--- src/rtl/spq_pkg.sv ---
// ----------------------------------------------------------------------------
// spq_pkg
// shared sizes, status codes and control types of the stable priority queue
// ----------------------------------------------------------------------------
`default_nettype none

package spq_pkg;

    // queue geometry and field widths
    localparam int DEPTH       = 16;
    localparam int RANK_WIDTH  = 8;
    localparam int VALUE_WIDTH = 32;
    localparam int CNT_WIDTH   = $clog2(DEPTH + 1);

    // result status codes
    localparam logic [1:0] ST_OK    = 2'd0;
    localparam logic [1:0] ST_EMPTY = 2'd1;
    localparam logic [1:0] ST_FULL  = 2'd2;

    // request kinds carried in tuser
    localparam logic MODE_ENQ = 1'b0;
    localparam logic MODE_DEQ = 1'b1;

    // per-cycle command broadcast to every cell
    typedef struct packed {
        logic enq;
        logic deq;
    } t_cell_ctrl;

endpackage

`default_nettype wire

--- src/rtl/spq_cell.sv ---
// ----------------------------------------------------------------------------
// spq_cell
// one slot of the sorted chain: holds an entry, shifts it on insert or removal
// ----------------------------------------------------------------------------
`default_nettype none

module spq_cell
    import spq_pkg::*;
(
    input  wire logic                   i_clk,
    input  wire t_cell_ctrl             i_ctrl,
    input  wire logic                   i_occ,
    input  wire logic                   i_left_keep,
    input  wire logic [VALUE_WIDTH-1:0] i_left_value,
    input  wire logic [RANK_WIDTH-1:0]  i_left_rank,
    input  wire logic [VALUE_WIDTH-1:0] i_right_value,
    input  wire logic [RANK_WIDTH-1:0]  i_right_rank,
    input  wire logic [VALUE_WIDTH-1:0] i_new_value,
    input  wire logic [RANK_WIDTH-1:0]  i_new_rank,
    output logic                        o_keep,
    output logic [VALUE_WIDTH-1:0]      o_value,
    output logic [RANK_WIDTH-1:0]       o_rank
);

    logic [VALUE_WIDTH-1:0] r_value, n_value;
    logic [RANK_WIDTH-1:0]  r_rank, n_rank;

    // entry stays put when it is held and ranks at or before the new one
    assign o_keep  = i_occ && (r_rank <= i_new_rank);
    assign o_value = r_value;
    assign o_rank  = r_rank;

    // next slot contents
    always_comb begin
        n_value = r_value;
        n_rank  = r_rank;
        if (i_ctrl.enq && !o_keep) begin
            if (i_left_keep) begin
                n_value = i_new_value;
                n_rank  = i_new_rank;
            end else begin
                n_value = i_left_value;
                n_rank  = i_left_rank;
            end
        end else if (i_ctrl.deq) begin
            n_value = i_right_value;
            n_rank  = i_right_rank;
        end
    end

    // slot storage, no reset needed
    always_ff @(posedge i_clk) begin
        r_value <= n_value;
        r_rank  <= n_rank;
    end

endmodule

`default_nettype wire

--- src/rtl/stable_priority_queue_top.sv ---
// The result is registered and valid in the cycle after its request is accepted.
// Throughput: one request per cycle while the result side is not stalling; the
// output register is refilled in the same cycle its result is taken.
// Each accepted request that is not dropped shifts the cell chain at once.
// Reset (synchronous, active low) empties the queue and drops a pending result;
// slot contents are left as they are and never read while unoccupied.
// ----------------------------------------------------------------------------
// stable_priority_queue_top
// sorted chain of cells, lowest rank at the front, equal ranks in fifo order
// ----------------------------------------------------------------------------
`default_nettype none

module stable_priority_queue_top
    import spq_pkg::*;
(
    input  wire logic        i_clk,
    input  wire logic        i_rst_n,
    input  wire logic        i_s_axis_tvalid,
    output logic             o_s_axis_tready,
    input  wire logic [39:0] i_s_axis_tdata,  // item_value[31:0], item_rank[39:32]
    input  wire logic [0:0]  i_s_axis_tuser,  // mode[0]
    output logic             o_m_axis_tvalid,
    input  wire logic        i_m_axis_tready,
    output logic [39:0]      o_m_axis_tdata,  // out_value[31:0], occupancy[36:32], zero pad
    output logic [1:0]       o_m_axis_tuser   // status[1:0]
);

    logic                   w_accept;
    logic                   w_is_deq;
    logic                   w_full;
    logic                   w_empty;
    t_cell_ctrl             w_ctrl;
    logic [VALUE_WIDTH-1:0] w_new_value;
    logic [RANK_WIDTH-1:0]  w_new_rank;

    logic [CNT_WIDTH-1:0]   r_count, n_count;
    logic                   r_out_valid;
    logic [VALUE_WIDTH-1:0] r_out_value, n_out_value;
    logic [1:0]             r_out_status, n_out_status;
    logic [CNT_WIDTH-1:0]   r_out_occ;

    logic [VALUE_WIDTH-1:0] w_value [DEPTH];
    logic [RANK_WIDTH-1:0]  w_rank  [DEPTH];
    logic                   w_keep  [DEPTH];

    // request decode
    assign o_s_axis_tready = !r_out_valid || i_m_axis_tready;
    assign w_accept        = i_s_axis_tvalid && o_s_axis_tready;
    assign w_is_deq        = (i_s_axis_tuser[0] == MODE_DEQ);
    assign w_new_value     = i_s_axis_tdata[VALUE_WIDTH-1:0];
    assign w_new_rank      = i_s_axis_tdata[VALUE_WIDTH +: RANK_WIDTH];
    assign w_full          = (r_count == CNT_WIDTH'(DEPTH));
    assign w_empty         = (r_count == '0);
    assign w_ctrl.enq      = w_accept && !w_is_deq && !w_full;
    assign w_ctrl.deq      = w_accept && w_is_deq && !w_empty;

    // cell chain
    for (genvar gi = 0; gi < DEPTH; gi++) begin : g_cell
        logic                   w_lkeep;
        logic [VALUE_WIDTH-1:0] w_lval, w_rval;
        logic [RANK_WIDTH-1:0]  w_lrank, w_rrank;

        if (gi == 0) begin : g_head
            assign w_lkeep = 1'b1;
            assign w_lval  = w_new_value;
            assign w_lrank = w_new_rank;
        end else begin : g_mid
            assign w_lkeep = w_keep[gi-1];
            assign w_lval  = w_value[gi-1];
            assign w_lrank = w_rank[gi-1];
        end

        if (gi == DEPTH - 1) begin : g_tail
            assign w_rval  = w_value[gi];
            assign w_rrank = w_rank[gi];
        end else begin : g_body
            assign w_rval  = w_value[gi+1];
            assign w_rrank = w_rank[gi+1];
        end

        spq_cell u_cell (
            .i_clk         (i_clk),
            .i_ctrl        (w_ctrl),
            .i_occ         (CNT_WIDTH'(gi) < r_count),
            .i_left_keep   (w_lkeep),
            .i_left_value  (w_lval),
            .i_left_rank   (w_lrank),
            .i_right_value (w_rval),
            .i_right_rank  (w_rrank),
            .i_new_value   (w_new_value),
            .i_new_rank    (w_new_rank),
            .o_keep        (w_keep[gi]),
            .o_value       (w_value[gi]),
            .o_rank        (w_rank[gi])
        );
    end

    // occupancy and result
    always_comb begin
        n_count      = r_count;
        n_out_value  = '0;
        n_out_status = ST_OK;
        if (w_ctrl.enq) begin
            n_count = r_count + 1'b1;
        end else if (w_ctrl.deq) begin
            n_count     = r_count - 1'b1;
            n_out_value = w_value[0];
        end
        if (w_is_deq && w_empty) begin
            n_out_status = ST_EMPTY;
        end else if (!w_is_deq && w_full) begin
            n_out_status = ST_FULL;
        end
    end

    // control registers
    always_ff @(posedge i_clk) begin
        if (!i_rst_n) begin
            r_count     <= '0;
            r_out_valid <= 1'b0;
        end else begin
            if (w_accept) begin
                r_count     <= n_count;
                r_out_valid <= 1'b1;
            end else if (i_m_axis_tready) begin
                r_out_valid <= 1'b0;
            end
        end
    end

    // result payload
    always_ff @(posedge i_clk) begin
        if (w_accept) begin
            r_out_value  <= n_out_value;
            r_out_status <= n_out_status;
            r_out_occ    <= n_count;
        end
    end

    assign o_m_axis_tvalid = r_out_valid;
    assign o_m_axis_tdata  = {3'b000, r_out_occ, r_out_value};
    assign o_m_axis_tuser  = r_out_status;

endmodule

`default_nettype wire

--- config.mk ---
export PLATFORM = sky130hd
export DESIGN_NAME = stable_priority_queue_top
export DESIGN_NICKNAME = d
export VERILOG_FILES = /design/src/rtl/spq_pkg.sv /design/src/rtl/spq_cell.sv /design/src/rtl/stable_priority_queue_top.sv
export SDC_FILE = /design/constraint.sdc
export NUM_CORES = 2
export LEC_CHECK = 0
export ABC_AREA = 1
export BUFFER_PORTS_ARGS = -buffer_cell sky130_fd_sc_hd__buf_2
export CAP_MARGIN = 20
export CORE_ASPECT_RATIO = 0.8
export CORE_UTILIZATION = 55
export CTS_BUF_LIST = sky130_fd_sc_hd__clkbuf_8
export CTS_CLUSTER_DIAMETER = 40
export DETAILED_ROUTE_END_ITERATION = 7
export HOLD_SLACK_MARGIN = 0.12
export PLACE_DENSITY_LB_ADDON = 0.25
export SLEW_MARGIN = 5
export SYNTH_ARGS = -nofsm -noshare
export SYNTH_HDL_FRONTEND = slang
export SYNTH_HIERARCHICAL = 1
export SYNTH_SLANG_ARGS = --single-unit
--- constraint.sdc ---
create_clock -name i_clk -period 3.7 [get_ports i_clk]
set_input_delay 0.37 -clock i_clk [delete_from_list [all_inputs] [get_ports i_clk]]
set_output_delay 0.37 -clock i_clk [all_outputs]
set_load 0.01 [all_outputs]
After elaboration in Yosys (flattened, before gate mapping)
Cells that the tools add are included.
Cells by class
  multiplexer cells: 95
  equal/unequal tests: 1
  add/subtract/negate cells: 2
  order comparisons: 32
  bitwise operators: 1
  reduce and logical (&&, ||, !) cells: 78
Operator list (number)
  32-bit 2-to-1 mux: 45
  8-bit 2-to-1 mux: 45
  8-bit <= comparator: 16
  4-bit by 5-bit < comparator with 1-bit output, first input constant: 8
  1-bit logical AND: 39
  2-bit nonzero test: 16
  1-bit logical NOT: 20
  3-bit by 5-bit < comparator with 1-bit output, first input constant: 4
  1-bit by 5-bit < comparator with 1-bit output, first input constant: 2
  2-bit by 5-bit < comparator with 1-bit output, first input constant: 2
  5-bit 2-to-1 mux: 2
  5-bit by 1-bit adder with 5-bit output, second input constant: 1
  5-bit == test, second input constant: 1
  5-bit logical NOT: 1
  5-bit by 1-bit subtractor with 5-bit output, second input constant: 1
  1-bit 2-to-1 mux: 2
  2-bit 2-to-1 mux: 1
  2-bit OR reduction: 1
  1-bit logical OR: 1
  1-bit NOT: 1
Word-level totals
  bits in registers: 685
  output and inout port bits: 44

Depth between registers and ports, before layout
  depth in word-level cells: 7
  gate-level depth with buffers: 17
  gate-level depth less buffers: 15

Cells and area by module
The synthesis kept the hierarchy.
By module, submodules not included
  spq_cell (g_cell[0].u_cell ...): area an instance 2518.7 um2, sequential area each 1201.2 um2, cells an instance 258, instances 10
  spq_cell (g_cell[4].u_cell ...): area an instance 2543.7 um2, sequential area each 1201.2 um2, cells an instance 258, instances 6
  stable_priority_queue_top: area an instance 2112.0 um2, sequential area each 1291.2 um2, cells an instance 217, instances 1

Worst setup path after synthesis
No wires, ideal clock.
  path type: register -> register
  start: reg r_count[0]
  end: reg g_cell[0].u_cell.r_rank[0], enable pin
  clock period less this slack: 2942 ps
  arrival time: 2544 ps
  cell stages (with the launch flop): 10
  path buffers: 2
  path slack: 758 ps
  required time: 3302 ps
  cell sequence: dfxtp_1 -> inv_1 -> ha_1 -> nand3_2 -> inv_2 -> nor2_4 -> clkbuf_1 -> nand2_4 -> buf_6 -> nand2_1
RTL lines
  start, declared: line stable_priority_queue_top.sv:36  | logic [CNT_WIDTH-1:0] r_count, n_count;
  start signal, assigned: line stable_priority_queue_top.sv:123  | r_count <= n_count;
  end signal, assigned: line spq_cell.sv:54  | r_rank <= n_rank;
  end, declared: line spq_cell.sv:26  | logic [RANK_WIDTH-1:0] r_rank, n_rank;

==> results.py <==
metrics = {
    "cts": {
        "htreeDepth": 3,
        "cts_buffer_depth": 3,
        "cts_buffers": 118,
        "cts_tree": "done",
        "cts-root-buf": "clkbuf_8",
        "cts.sinks": 685,
        "cts_resized": 0,
        "clkTransAtPathRegs_ps": 70,
        "clock_latency_ps": 770,
    },
    "route": {
        "routed_via_density": 5.57,
        "drtPass1Iterations": 6,
        "vias": 30543,
        "drtAntennaViolNets": 0,
        "routedWlPerCell_um": 18.2,
        "wl_um": 100000,
        "drc": 0,
        "drt_iter0_markers": 3182,
    },
    "pwr": {
        "peakVddDrop_v": 0.000319,
        "switchingPower_uw": 7400,
        "powerDensity_nw_per_um2": 518,
        "power_frac_comb_pct": 25.2,
        "intPower_uw": 16300,
        "clkPwrFrac_pct": 28.5,
        "p_seq_share_pct": 46.3,
        "switching_share_pct": 31.3,
        "power.leakage_uw": 0.0201,
    },
    "layout": {
        "fin_area_um2": 45700,
        "layout_commonest_cell": "nand2_1",
        "syn2layout_area_growth_pct": 7.28,
        "drive_gt1_share_pct": 24.5,
        "mostFrequentLayoutCells": "1428 x nand2_1, 679 x edfxtp_1, 649 x nand3_1",
        "nets": 4553,
    },
    "critical_path": {
        "crit_path_end_kind": "flip-flop",
        "critPathLaunchType": "flip-flop",
        "cpPeakStageDelay_ps": 510,
        "r2r_cells": 8,
        "worstPathMaxFanout": 41,
        "critical_path_arrival_ps": 3480,
        "r2r_slack_ps": 670,
        "crit_chain": "inv_1 -> ha_1 -> nand3_2 -> inv_2 -> nor2_4 -> nand2_4 -> nand2_2 -> buf_12",
        "worstPathRequired_ps": 4160,
        "critical_path_class": "flip-flop to flip-flop",
        "critPathSlowestCell": "nor2_4",
    },
    "sta": {
        "slew-limit-headroom_pct": 46.8,
        "finalCriticalPeriod_ps": 3030,
        "tightest_slew_ps": 799,
        "fin_crit_sh_pct": 81.8,
        "fmax_mhz": 331,
        "finalHoldViolations": 0,
        "rsz0062_at_grt": "no",
        "clock_skew_ps": 29.2,
        "fin_tns_setup_ps": 0,
        "final-setup-viol-count": 0,
        "holdWs_ps": 402,
        "drv_slew": 0,
    },
    "place": {
        "dpl.hpwl_um": 68400,
        "port_buffers": 85,
        "place_area_um2": 43300,
        "place_congestion": 0.826,
    },
    "global_route": {
        "antenna_found_initial": 2,
        "grt_first_pass_wirelength_um": 162000,
        "track_usage_pct": 25.3,
        "grt_max_degree": 132,
        "grt_pass1_vias": 28618,
        "grt_overflow": 0,
    },
    "synthesis": {
        "synthCells": 4344,
        "synth_warnings": 6,
        "avgSynthCellArea_um2": 9.80,
        "netlist_area_um2": 42600,
    },
    "floorplanning": {
        "core-area_um2": 76000,
        "initial_core_util_pct": 56.0,
        "die_h_um": 251,
        "dieArea_um2": 78500,
        "die_w_um": 313,
        "ioPinCount": 89,
        "rows": 90,
    },
    "status": {
        "status": "finished, final reports clean",
    },
    "worst_hold_path": {
        "min_path_cells": 4,
        "hold_class": "input pin to flip-flop",
    },
    "job": {
        "maxCapViolations": 0,
    },
}
==> worst paths after layout <==
| check | endpoint | startpoint |
|---|---|---|
| min reg2reg | g_cell[7].u_cell/o_value[16] | g_cell[8].u_cell/o_value[16] |
| max | g_cell[0].u_cell/o_value[16] | r_count[0] |
| min | g_cell[0].u_cell/o_value[20] | i_s_axis_tdata[20] |
| max reg2reg | g_cell[0].u_cell/o_value[16] | r_count[0] |
==> critical path, delay by kind of cell (launching register included) <==
kind	cells	cell delay, ps
adder cells (fa/ha/maj)	1	280
buffers and inverters	3	470
flip-flops	1	470
AND/OR/NAND/NOR	4	1470
==> flip-flops by register name, summed over array words and instances (netlist names) <==
name,cells
g_cell.u_cell/o_value,512
g_cell.u_cell/o_rank,128
r_out_value,32
r_count,5
r_out_occ,5
o_m_axis_tuser,2
o_m_axis_tvalid,1
==> power groups by stage <==
stage / Sequential [µW] / Combinational [µW] / Clock [µW]
final: 11000 / 5970 / 6740
after global routing: 11100 / 6640 / 7200
after CTS: 10900 / 5940 / 6880
after detailed placement: 11100 / 5880 / 0
after global placement: 11100 / 5760 / 0
after floorplan: 10800 / 4720 / 0
==> final cells by class <==
cell class	instances	area [µm²]
diodes	2	5.00
multi-input cells	3128	19200
well taps	1012	1270
clock inverters	93	578
fillers	6466	30400
clock buffers	121	1670
inverters	257	965
flip-flops and latches	685	20500
repair buffers	186	1470
==> layer usage <==
| metal | wire, µm | global-route usage [%] | vias to the layer above |
|---|---|---|---|
| li1 | - | - | 14921 |
| met1 | 50900 | 41.7 | 14316 |
| met2 | 40100 | 34.4 | 1195 |
| met3 | 7640 | 3.84 | 111 |
| met4 | 1450 | 5.42 | 0 |
| met5 | 0 | 0 | - |
==> timing repair <==
| item | CTS | global route |
|---|---|---|
| endpoints found under the setup margin | 0 | 0 |
| setup buffers | 0 | 0 |
| hold buffers | 6 | 0 |
| endpoints found under the hold margin | 9 | 0 |
==> metrics by stage <==
stage                     worst slack, ps  cells  power (µW)  utilization [%]
after floorplan                       758   4349       15600                -
after global placement                495   5261       16800             57.0
after detailed placement              425   5262       17000             57.0
after CTS                             712   5482       23800             60.1
after global routing                  536   5484       24900             60.1
final                                 675   5484       23700             60.1
Power figures use the tool's default switching activity.
